**config.mk**
```make
export PLATFORM = sky130hd
export DESIGN_NAME = heater_pid_with_resistive_sensing
export DESIGN_NICKNAME = d
export VERILOG_FILES = /design/src/hw/rtl/htrpid_pkg.sv /design/src/hw/rtl/heater_pid_with_resistive_sensing.sv
export SDC_FILE = /design/constraint.sdc
export NUM_CORES = 2
export LEC_CHECK = 0
export ABC_AREA = 1
export CAP_MARGIN = 0
export CORE_ASPECT_RATIO = 0.6
export CORE_MARGIN = 2
export CORE_UTILIZATION = 30
export DETAILED_ROUTE_END_ITERATION = 12
export DONT_BUFFER_PORTS = 1
export PLACE_DENSITY = 0.42
export SYNTH_ARGS = -nofsm -noshare
export SYNTH_HDL_FRONTEND = slang
export SYNTH_SLANG_ARGS = --single-unit
```
**constraint.sdc**
```tcl
create_clock -name clk -period 15.41 [get_ports clk]
set_input_delay 0.7705 -clock clk [delete_from_list [all_inputs] [get_ports clk]]
set_output_delay 0.7705 -clock clk [all_outputs]
set_load 0.005 [all_outputs]
```
**src/hw/rtl/htrpid_pkg.sv**
```systemverilog
// Shared constants and types for the heater PID controller with resistive sensing.
// Used by heater_pid_with_resistive_sensing; depends on nothing else.

package htrpid_pkg;

  // Defaults for the top-level parameters
  localparam int SAMPLE_BITS_DEF   = 12;
  localparam int FRACTION_BITS_DEF = 8;

  // Fixed field widths
  localparam int DRIVE_W    = 8;
  localparam int TEMP_W     = 26;
  localparam int SETPOINT_W = 19;
  localparam int GAIN_W     = 16;
  localparam int CFG_DATA_W = 19;
  localparam int REG_IDX_W  = 3;

  // Conversion constants: T = (raw - 10*drive) * 12500 / (431 * drive) + 25
  localparam int CONV_NUM_K    = 12500;
  localparam int CONV_DEN_K    = 431;
  localparam int TEMP_OFFSET_C = 25;
  localparam int TEMP_MAX_C    = 120000;
  localparam int TEMP_MIN_C    = 300;   // magnitude of the lower limit

  // Register reset values
  localparam logic [DRIVE_W-1:0]           DRIVE_RESET    = 8'd232;
  localparam logic signed [SETPOINT_W-1:0] SETPOINT_RESET = 19'sd25600;
  localparam logic [GAIN_W-1:0]            PROP_RESET     = 16'd3840;
  localparam logic [GAIN_W-1:0]            INTEG_RESET    = 16'd768;
  localparam logic [GAIN_W-1:0]            DERIV_RESET    = 16'd0;
  localparam logic [DRIVE_W-1:0]           FLOOR_RESET    = 8'd0;
  localparam logic [DRIVE_W-1:0]           CEILING_RESET  = 8'd255;

  typedef enum logic [REG_IDX_W-1:0] {
    REG_SETPOINT = 3'd0,
    REG_PROP     = 3'd1,
    REG_INTEG    = 3'd2,
    REG_DERIV    = 3'd3,
    REG_FLOOR    = 3'd4,
    REG_CEILING  = 3'd5
  } reg_index_t;

  typedef enum logic [10:0] {
    S_IDLE = 11'b000_0000_0001,
    S_NUM  = 11'b000_0000_0010,
    S_DEN  = 11'b000_0000_0100,
    S_DIVI = 11'b000_0000_1000,
    S_DIV  = 11'b000_0001_0000,
    S_TEMP = 11'b000_0010_0000,
    S_KI   = 11'b000_0100_0000,
    S_KP   = 11'b000_1000_0000,
    S_KD   = 11'b001_0000_0000,
    S_ACC  = 11'b010_0000_0000,
    S_DONE = 11'b100_0000_0000
  } state_t;

endpackage

```
**src/hw/rtl/heater_pid_with_resistive_sensing.sv**
```systemverilog
// Heater PID controller: converts a heater sense sample to temperature and runs one PID step.
// Uses htrpid_pkg for widths, constants, register indexes and the sequencer states.
//
//  channel   direction  fields (lowest bit up)                          beat when
//  s_axis    in         tdata: raw_sample                               tvalid & tready
//  m_axis    out        tdata: drive_code, temperature_q8; tuser: fault tvalid & tready
//  cfg       in         cfg_index, cfg_data                             cfg_write
//
//  An item runs from its beat through conversion, division and the PID steps to a result;
//  the restoring divider, one quotient bit a cycle, is the longest step, and a saturated
//  quotient skips the loop. A sample taken at zero drive goes straight to the done step.
//  One shared 17 x (FRACTION_BITS+19) multiplier serves every product. s_axis_tready
//  is high only while no item is at work; a result waiting on m_axis does not block it.
//  Reset is synchronous; it restores the registers and the controller state.

module heater_pid_with_resistive_sensing #(
  parameter int SAMPLE_BITS   = htrpid_pkg::SAMPLE_BITS_DEF,
  parameter int FRACTION_BITS = htrpid_pkg::FRACTION_BITS_DEF
) (
  input  logic                                   clk,
  input  logic                                   rst,
  input  logic                                   s_axis_tvalid,
  output logic                                   s_axis_tready,
  input  logic [((SAMPLE_BITS+7)/8)*8-1:0]       s_axis_tdata,   // raw_sample
  output logic                                   m_axis_tvalid,
  input  logic                                   m_axis_tready,
  output logic [39:0]                            m_axis_tdata,   // drive_code, temperature_q8
  output logic                                   m_axis_tuser,   // sensor_fault
  input  logic                                   cfg_write,
  input  logic [htrpid_pkg::REG_IDX_W-1:0]       cfg_index,
  input  logic [htrpid_pkg::CFG_DATA_W-1:0]      cfg_data
);

  import htrpid_pkg::*;

  localparam int MAGW = (SAMPLE_BITS > 12) ? SAMPLE_BITS : 12;
  localparam int DFW  = MAGW + 2;
  localparam int MA   = 17;
  localparam int MB   = FRACTION_BITS + 19;
  localparam int PW   = MA + MB;
  localparam int NUMW = MAGW + 14 + FRACTION_BITS;
  localparam int DIVW = 17;
  localparam int QW   = FRACTION_BITS + 17;
  localparam int CW   = DIVW + QW;
  localparam int CNTW = $clog2(QW);
  localparam int TSW  = QW + 2;
  localparam int TW   = QW + 1;
  localparam int IW   = FRACTION_BITS + 9;
  localparam int ISW  = PW + 1;
  localparam int AW   = PW + 2;

  localparam logic signed [TSW-1:0] TOFF =
    TSW'(longint'(TEMP_OFFSET_C) << FRACTION_BITS);
  localparam logic signed [TSW-1:0] TMAX =
    TSW'(longint'(TEMP_MAX_C) << FRACTION_BITS);
  localparam logic signed [TSW-1:0] TMIN =
    TSW'(-(longint'(TEMP_MIN_C) << FRACTION_BITS));

  // Configuration registers
  logic signed [SETPOINT_W-1:0] setpoint;
  logic [GAIN_W-1:0]            prop_gain;
  logic [GAIN_W-1:0]            integ_gain;
  logic [GAIN_W-1:0]            deriv_gain;
  logic [DRIVE_W-1:0]           drive_floor;
  logic [DRIVE_W-1:0]           drive_ceiling;

  // Controller state
  logic signed [IW-1:0]         integrator;
  logic signed [TW-1:0]         prev_temp;
  logic [DRIVE_W-1:0]           drive_level;

  // Sequencer and datapath
  state_t                       st;
  logic [MAGW-1:0]              mag;
  logic                         neg;
  logic signed [PW-1:0]         prod;
  logic [NUMW-1:0]              num;
  logic [NUMW-1:0]              rem;
  logic [CW-2:0]                dreg;
  logic [QW-1:0]                quo;
  logic [CNTW-1:0]              div_cnt;
  logic signed [TW-1:0]         temp;
  logic signed [AW-1:0]         acc;
  logic                         res_fault;

  // Output register
  logic                         out_valid;
  logic [DRIVE_W-1:0]           out_drive;
  logic [TEMP_W-1:0]            out_temp;
  logic                         out_fault;

  logic                         s_fire;
  logic                         out_free;
  logic [SAMPLE_BITS-1:0]       raw;
  logic [11:0]                  times10;
  logic signed [DFW-1:0]        diff;
  logic signed [MA-1:0]         mul_a;
  logic signed [MB-1:0]         mul_b;
  logic signed [MB-1:0]         err;
  logic signed [MB-1:0]         delta;
  logic signed [PW-1:0]         pterm;
  logic [DIVW-1:0]              den;
  logic                         sat_hit;
  logic [CW-2:0]                rem_ext;
  logic                         rem_ge;
  logic signed [TSW-1:0]        sq;
  logic signed [TSW-1:0]        tsum;
  logic signed [TSW-1:0]        tsat;
  logic signed [IW-1:0]         lim_lo;
  logic signed [IW-1:0]         lim_hi;
  logic signed [ISW-1:0]        isum;
  logic signed [IW-1:0]         iclamp;
  logic signed [AW-1:0]         usum;
  logic signed [IW-1:0]         uclamp;

  assign s_axis_tready = (st == S_IDLE);
  assign s_fire        = s_axis_tvalid && s_axis_tready;
  assign out_free      = !out_valid || m_axis_tready;

  assign m_axis_tvalid = out_valid;
  assign m_axis_tdata  = {6'b0, out_temp, out_drive};
  assign m_axis_tuser  = out_fault;

  // Sample minus the heater offset, split into sign and magnitude
  assign raw     = s_axis_tdata[SAMPLE_BITS-1:0];
  assign times10 = 12'({drive_level, 3'b000}) + 12'({drive_level, 1'b0});
  assign diff    = DFW'($signed({1'b0, raw})) - DFW'($signed({1'b0, times10}));

  assign err   = MB'(setpoint) - MB'(temp);
  assign delta = MB'(temp) - MB'(prev_temp);
  assign pterm = prod >>> FRACTION_BITS;

  // Shared multiplier operand select
  always_comb begin
    case (st)
      S_NUM: begin
        mul_a = MA'($signed({1'b0, mag}));
        mul_b = MB'(CONV_NUM_K);
      end
      S_DEN: begin
        mul_a = MA'($signed({1'b0, drive_level}));
        mul_b = MB'(CONV_DEN_K);
      end
      S_KI: begin
        mul_a = $signed({1'b0, integ_gain});
        mul_b = err;
      end
      S_KP: begin
        mul_a = $signed({1'b0, prop_gain});
        mul_b = err;
      end
      S_KD: begin
        mul_a = $signed({1'b0, deriv_gain});
        mul_b = delta;
      end
      default: begin
        mul_a = '0;
        mul_b = '0;
      end
    endcase
  end

  // Divider: a quotient of 2^QW or more saturates the temperature either way
  assign den     = prod[DIVW-1:0];
  assign sat_hit = CW'(num) >= {den, {QW{1'b0}}};
  assign rem_ext = (CW-1)'(rem);
  assign rem_ge  = rem_ext >= dreg;

  assign sq   = TSW'(quo);
  assign tsum = (neg ? -sq : sq) + TOFF;
  assign tsat = (tsum > TMAX) ? TMAX : ((tsum < TMIN) ? TMIN : tsum);

  // Drive limits in fixed point; the ceiling is tested first
  assign lim_lo = $signed({1'b0, drive_floor, {FRACTION_BITS{1'b0}}});
  assign lim_hi = $signed({1'b0, drive_ceiling, {FRACTION_BITS{1'b0}}});
  assign isum   = ISW'(integrator) + ISW'(pterm);
  assign iclamp = (isum > ISW'(lim_hi)) ? lim_hi :
                  ((isum < ISW'(lim_lo)) ? lim_lo : IW'(isum));
  assign usum   = acc - AW'(pterm);
  assign uclamp = (usum > AW'(lim_hi)) ? lim_hi :
                  ((usum < AW'(lim_lo)) ? lim_lo : IW'(usum));

  always_ff @(posedge clk) begin
    if (rst) begin
      setpoint      <= SETPOINT_RESET;
      prop_gain     <= PROP_RESET;
      integ_gain    <= INTEG_RESET;
      deriv_gain    <= DERIV_RESET;
      drive_floor   <= FLOOR_RESET;
      drive_ceiling <= CEILING_RESET;
    end else if (cfg_write) begin
      case (cfg_index)
        REG_SETPOINT: setpoint      <= $signed(cfg_data[SETPOINT_W-1:0]);
        REG_PROP:     prop_gain     <= cfg_data[GAIN_W-1:0];
        REG_INTEG:    integ_gain    <= cfg_data[GAIN_W-1:0];
        REG_DERIV:    deriv_gain    <= cfg_data[GAIN_W-1:0];
        REG_FLOOR:    drive_floor   <= cfg_data[DRIVE_W-1:0];
        REG_CEILING:  drive_ceiling <= cfg_data[DRIVE_W-1:0];
        default: ;
      endcase
    end
  end

  always_ff @(posedge clk) begin
    prod <= mul_a * mul_b;
  end

  always_ff @(posedge clk) begin
    if (rst) begin
      st          <= S_IDLE;
      out_valid   <= 1'b0;
      integrator  <= '0;
      prev_temp   <= '0;
      drive_level <= DRIVE_RESET;
    end else begin
      // load a finished result, else drop the beat just taken
      if ((st == S_DONE) && out_free) begin
        out_valid <= 1'b1;
      end else if (out_valid && m_axis_tready) begin
        out_valid <= 1'b0;
      end
      case (st)
        S_IDLE: begin
          if (s_fire) begin
            neg       <= diff[DFW-1];
            mag       <= diff[DFW-1] ? MAGW'(-diff) : MAGW'(diff);
            res_fault <= (drive_level == '0);
            st        <= (drive_level == '0) ? S_DONE : S_NUM;
          end
        end
        S_NUM: begin
          st <= S_DEN;
        end
        S_DEN: begin
          num <= {prod[MAGW+13:0], {FRACTION_BITS{1'b0}}};
          st  <= S_DIVI;
        end
        S_DIVI: begin
          rem     <= num;
          dreg    <= {den, {(QW-1){1'b0}}};
          div_cnt <= CNTW'(QW - 1);
          if (sat_hit) begin
            quo <= '1;
            st  <= S_TEMP;
          end else begin
            quo <= '0;
            st  <= S_DIV;
          end
        end
        S_DIV: begin
          if (rem_ge) begin
            rem <= NUMW'(rem_ext - dreg);
          end
          quo     <= {quo[QW-2:0], rem_ge};
          dreg    <= dreg >> 1;
          div_cnt <= div_cnt - 1'b1;
          if (div_cnt == '0) begin
            st <= S_TEMP;
          end
        end
        S_TEMP: begin
          temp <= TW'(tsat);
          st   <= S_KI;
        end
        S_KI: begin
          st <= S_KP;
        end
        S_KP: begin
          integrator <= iclamp;
          st         <= S_KD;
        end
        S_KD: begin
          acc <= AW'(pterm) + AW'(integrator);
          st  <= S_ACC;
        end
        S_ACC: begin
          drive_level <= uclamp[FRACTION_BITS+7:FRACTION_BITS];
          prev_temp   <= temp;
          st          <= S_DONE;
        end
        S_DONE: begin
          // hold the result until the output register frees up
          if (out_free) begin
            out_drive <= drive_level;
            out_temp  <= res_fault ? '0 : TEMP_W'(temp);
            out_fault <= res_fault;
            st        <= S_IDLE;
          end
        end
        default: st <= S_IDLE;
      endcase
    end
  end

`ifndef SYNTHESIS
  a_fault_path: assert property (@(posedge clk) disable iff (rst)
    s_fire && (drive_level == '0) |=> (st == S_DONE) && res_fault)
    else $error("zero-drive sample did not take the fault path");

  a_integ_nonneg: assert property (@(posedge clk) disable iff (rst)
    integrator >= 0)
    else $error("integrator left the drive range");

  a_valid_source: assert property (@(posedge clk) disable iff (rst)
    $rose(out_valid) |-> $past(st == S_DONE))
    else $error("result raised outside the done step");

  a_div_bound: assert property (@(posedge clk) disable iff (rst)
    (st == S_DIV) |-> ({1'b0, rem_ext} < {dreg, 1'b0}))
    else $error("divider remainder out of bound");
`endif

endmodule
```
Word level (Yosys, flattened, before mapping) --
Cells that the tools add are included. W data, S select, Z words.
Word-level totals: bits in registers 442, bits of input ports 43
Operators by class: add/sub/neg operators 12, $mul 1, magnitude comparators 8, equality and inequality tests 20, muxes and demuxes 23, bitwise gates (word level) 1, reductions and logical operators 26
Operators by type and width (count):
- $pmux W11 S11 | 1
- $pmux W27 S4 | 1
- $pmux W41 S2 | 1
- $pmux W16 S5 | 1
- $pmux W34 S2 | 1
- $pmux W25 S2 | 1
- $gt A46 B17 Y1 | 1
- $lt A46 B17 Y1 | 1
- $sub A46 B36 Y46 | 1
- $mul A17 B27 Y44 | 1
- $mux W11 | 4
- $ge A34 B42 Y1 | 1
- $ge A34 B41 Y1 | 1
- $add A17 B36 Y37 | 1
- $add A36 B17 Y37 | 1
- $gt A37 B17 Y1 | 1
- $lt A37 B17 Y1 | 1
- $mux W17 | 2
- $mux W34 | 1
- $sub A34 B34 Y34 | 1
- $mux W16 | 2
- $add A27 B14 Y27 const B | 1
- $gt A27 B26 Y1 const B | 1
- $lt A27 B18 Y1 const B | 1
- other kinds (41) | 62

Longest topological paths before layout --
depth after elaboration 5, mapped depth 46, gate-level depth less buffers 46

Worst setup path before layout --
OpenSTA, ideal clock, no wires.
kind flip-flop to flip-flop, from register temp[3], to register prod[39], library setup time 0.120 ns, arrival 7.283 ns, slack 8.007 ns, cell stages (with the launch flop) 41, path buffers 0, clock period less this slack 7.403 ns, cells stage by stage edfxtp_1 > ha_1 > nand2_1 > inv_1 > nand2_1 > nand2_1 > nor2_1 > nor3_1 > nor2_1 > o21ai_0 > nand2_1 > nand2_1 > a21oi_1 > inv_1 > or2_2 > nand3_1 > nand2_1 > inv_1 > [... 5 more ...] > inv_1 > fa_1 > fa_1 > inv_1 > fa_1 > inv_1 > ha_1 > nand2_1 > nor2_1 > inv_1 > nor3_1 > a21oi_1 > o21ai_0 > nand2_1 > nand3_1 > a21boi_0 > a21oi_1 > xnor2_1
On the way: word-level cells in the longest chain between the ends 3, elaborated cells between the ends (all ways) 4
Ends and longest elaborated chain:
- start, declared | line heater_pid_with_resistive_sensing.sv:82 | logic signed [TW-1:0] temp;
- start signal, assigned | line heater_pid_with_resistive_sensing.sv:262 | temp <= TW'(tsat);
- $sub A26 B26 Y27 or $sub A19 B26 Y27 (tied branches) | line heater_pid_with_resistive_sensing.sv:130, heater_pid_with_resistive_sensing.sv:129
- $pmux W27 S4 (*) | line heater_pid_with_resistive_sensing.sv:135 | case (st)
- $mul A17 B27 Y44 (*) | line heater_pid_with_resistive_sensing.sv:205 | prod <= mul_a * mul_b;
- end signal, assigned | line heater_pid_with_resistive_sensing.sv:205
- end, declared | line heater_pid_with_resistive_sensing.sv:76 | logic signed [PW-1:0] prod;
Mark *: on every way between the ends. The rest lies on a longest branch, timed or not. A chain may end at the register's enable or synchronous reset.

Worst setup path after layout --
from register st[10], to register prod[40]
On the way: word-level cells in the longest chain between the ends 4, elaborated cells between the ends (all ways) 9
Ends and longest elaborated chain:
- start, declared | line heater_pid_with_resistive_sensing.sv:73 | state_t st;
- start signal, assigned | line heater_pid_with_resistive_sensing.sv:228 | st <= (drive_level == '0) ? S_DONE : S_NUM;
- $eq A11 B8 Y1 or $eq A11 B7 Y1 (tied branches) | line heater_pid_with_resistive_sensing.sv:135
- $reduce_or A2 Y1 (no source line)
- $pmux W27 S4 | line heater_pid_with_resistive_sensing.sv:135
- $mul A17 B27 Y44 (*) | line heater_pid_with_resistive_sensing.sv:205
Marked as above.

==> impl_metrics.py <==
metrics = {
    "status": {
        "status": "complete, no violations",
    },
    "drt": {
        "dr.pass1.iters": 6,
        "vias": 38970,
        "finalWirelength_mm": 167.1,
        "first_iter_violations": 3263,
        "vias_per_cell": 4.805,
        "wire_per_inst_um": 20.61,
        "ant_nets": 0,
        "drc": 0,
    },
    "synth": {
        "ys_dominant_reg_cell": "edfxtp_1",
        "yosysTopAreaCellShare_pct": 19.00,
        "avgSynthCellArea_sq_um": 7.462,
        "ys_seq_area_share_pct": 24.50,
        "synth_top_area_cell": "fa_1",
        "synth_cell_types": 64,
        "synthCells": 6071,
        "yosysMostFrequentCell": "nand2_1",
        "syn_area_sq_um": 45300,
        "synth_area_leaders": "fa_1 19%, edfxtp_1 16%, nand2_1 12%, inv_1 11%, ha_1 9.0%",
        "synth_common_cells": "1,390 x nand2_1, 1,294 x inv_1, 597 x nor2_1",
        "synth_edf_count": 243,
        "async_reset_ff_share_pct": 0,
        "ys_ff_latch": 433,
        "yosys_warnings": 0,
    },
    "setup_path": {
        "cp-startpoint": "st[10]$_SDFFE_PP0P_",
        "critPathSlowestCell": "o311ai_0",
        "worstReg2RegEnd": "prod[40]$_DFF_P_",
        "crit_path_max_fanout": 16,
        "worstRegToRegCells": 28,
        "slowest_delay_ns": 0.79,
        "endpoint": "prod[40]$_DFF_P_",
        "criticalPathCategory": "reg2reg",
        "crit_family": "adder cells",
        "crit_buf_inv": 7,
        "rr_startpoint": "st[10]$_SDFFE_PP0P_",
        "r2r_slack_ns": 5.92,
        "cp.depth": 28,
        "required_ns": 15.97,
        "arrival_ns": 10.05,
        "endpoint_kind": "flip-flop",
        "startpoint_type": "flip-flop",
    },
    "sta": {
        "hold_violations": 0,
        "rsz0062_at_grt": "no",
        "tightest_slew_ns": 1.126,
        "setup_viol": 0,
        "fin_crit_ns": 9.490,
        "slew_headroom_pct": 24.70,
        "drv_slew": 0,
        "fin_tns_setup_ns": 0,
        "finClkSkew_ns": 0.04412,
        "fin_crit_sh_pct": 61.58,
        "fmax_ghz": 0.1054,
    },
    "pwr": {
        "power_density_nw_per_um2": 58.32,
        "comb_power_share_pct": 12.8,
        "swShare_pct": 29.76,
        "pwr-share-clk_pct": 43.4,
        "sequentialPowerShare_pct": 43.8,
        "p_switching_mw": 0.8575,
        "total_leakage_power_nw": 23.71,
        "p_int_mw": 2.024,
        "ir_worst_vdd_v": 0.00009103,
        "power.total_mw": 2.882,
    },
    "clock_network": {
        "cts_tree": "done",
        "cts_made_buffers": 49,
        "root_buffer": "clkbuf_16",
        "insertion_delay_ns": 0.65,
        "clock_tree.buffer_depth": 3,
        "postCtsSetupBuffers": 0,
        "cts.sinks": 433,
        "cts-resized-gates": 0,
        "cts_hold_buf": 0,
        "ctsHtreeMaxLevel": 2,
        "clk_pin_slew_ns": 0.06,
    },
    "global_route": {
        "globalRouteTotalUtil_pct": 21.42,
        "overflow": 0,
        "antenna_found_initial": 9,
        "grt_pass1_wl_mm": 248.2,
        "grt_max_degree": 96,
        "grt_pass1_vias": 36950,
    },
    "floorplanning": {
        "core_sq_um": 149900,
        "start_util_pct": 30.22,
        "die_h_um": 305.0,
        "die_area_sq_um": 154200,
        "row_count": 110,
        "dieWidth_um": 505.7,
        "io_pins": 86,
    },
    "layout": {
        "area_growth_pct": 9.076,
        "final_area_sq_um": 49410,
        "layout.nets": 6848,
        "final_layout_size_suffix_gt1_share_pct": 4.285,
    },
    "placement": {
        "placed_area_sq_um": 47730,
        "port_buffers": 0,
        "gp_congestion": 0.9045,
        "dpl.hpwl_mm": 136.8,
    },
    "min_path": {
        "min_path_type": "in2reg",
    },
    "flow_run": {
        "maxCapViolations": 0,
    },
}
[per-stage QoR]
stage          setup WS, ns  util, %  hold WS (ns)  cells
2_1_floorplan         8.007        -        0.4237   6076
3_3_place_gp          5.959    31.84        0.4380   8015
3_5_place_dp          5.904    31.84        0.4415   8015
4_1_cts               5.855    32.96        0.1506   8107
5_1_grt               5.225    32.96        0.1663   8108
6_report              5.920    32.97        0.2100   8110
[kinds of logic (layout without fill, tap and decap cells)]
| group | Yosys count | count (layout) | synth area share [%] |
|---|---|---|---|
| buffers and inverters | 1447 | 1462 | 12.22 |
| XOR/XNOR | 129 | 129 | 2.577 |
| AND/OR/NAND/NOR | 2488 | 2488 | 22.77 |
| AO/OA/AOI/OAI | 818 | 818 | 9.938 |
| adder cells (fa/ha/maj) | 755 | 755 | 27.98 |
| flip-flops | 433 | 433 | 24.50 |
| other | 1 | 9 | 0.008278 |
[power groups by stage]
| stage | clock network, mW | logic, mW | registers (mW) |
|---|---|---|---|
| final | 1.25 | 0.370 | 1.26 |
| after CTS | 1.28 | 0.370 | 1.26 |
| after global placement | 0 | 0.366 | 1.29 |
| after floorplan | 0 | 0.234 | 1.28 |
| after detailed placement | 0 | 0.368 | 1.29 |
| after global routing | 1.33 | 0.408 | 1.26 |
[routing by layer]
| layer | routed length, um | track usage [%] |
|---|---|---|
| met1 | 90670 | 35.73 |
| met2 | 59680 | 26.91 |
| met3 | 14000 | 5.102 |
| met4 | 2742 | 3.537 |
| met5 | 13 | 0 |
[cell usage in the layout (no fill, tap or decap), drive strengths merged, types with 35 or more instances in the layout]
cell | synthesis | layout
nand4 | 72 | 72
o21ai | 271 | 271
or2 | 37 | 37
buf | 50 | 52
dfxtp | 190 | 190
xnor2 | 45 | 45
clkbuf | 79 | 72
edfxtp | 243 | 243
nand3 | 258 | 258
ha | 325 | 325
xor2 | 84 | 84
nand2 | 1405 | 1405
o211ai | 35 | 35
inv | 1308 | 1317
a21oi | 406 | 406
nor3 | 51 | 51
fa | 430 | 430
nor2 | 618 | 618
[sequential cells by signal (all words and copies together), names as in the netlist, 11 cells and up]
name and flops:
integrator 17, prod 44, out_temp 26, deriv_gain 16, acc 37, prev_temp 26
num 26, dreg 41, mag 12, rem 34, integ_gain 16, quo 25
prop_gain 16, st 11, temp 26, setpoint 19
[layout make-up]
cell class | instances | area (sq um)
clock buffer | 72 | 1498
tap | 2016 | 2522
antenna | 3 | 7.507
fill | 16230 | 100500
inverter | 1318 | 4947
timing repair buffer | 52 | 390.4
multi-input combinational | 4196 | 28770
clock inverter | 20 | 177.7
sequential | 433 | 11100
[worst min path at each step]
stage	start	to	slack, ns	cells past startpoint
final	rst	st[3]$_SDFFE_PP0P_	0.21	1
after global routing	rst	st[3]$_SDFFE_PP0P_	0.17	1
after detailed placement	deriv_gain[3]$_SDFFE_PP0P_	deriv_gain[3]$_SDFFE_PP0P_	0.44	2
after global placement	deriv_gain[3]$_SDFFE_PP0P_	deriv_gain[3]$_SDFFE_PP0P_	0.44	2
after CTS	rst	st[3]$_SDFFE_PP0P_	0.15	1
after floorplan	deriv_gain[3]$_SDFFE_PP0P_	deriv_gain[3]$_SDFFE_PP0P_	0.42	2
Note: power is estimated with default switching activity, not from simulation.
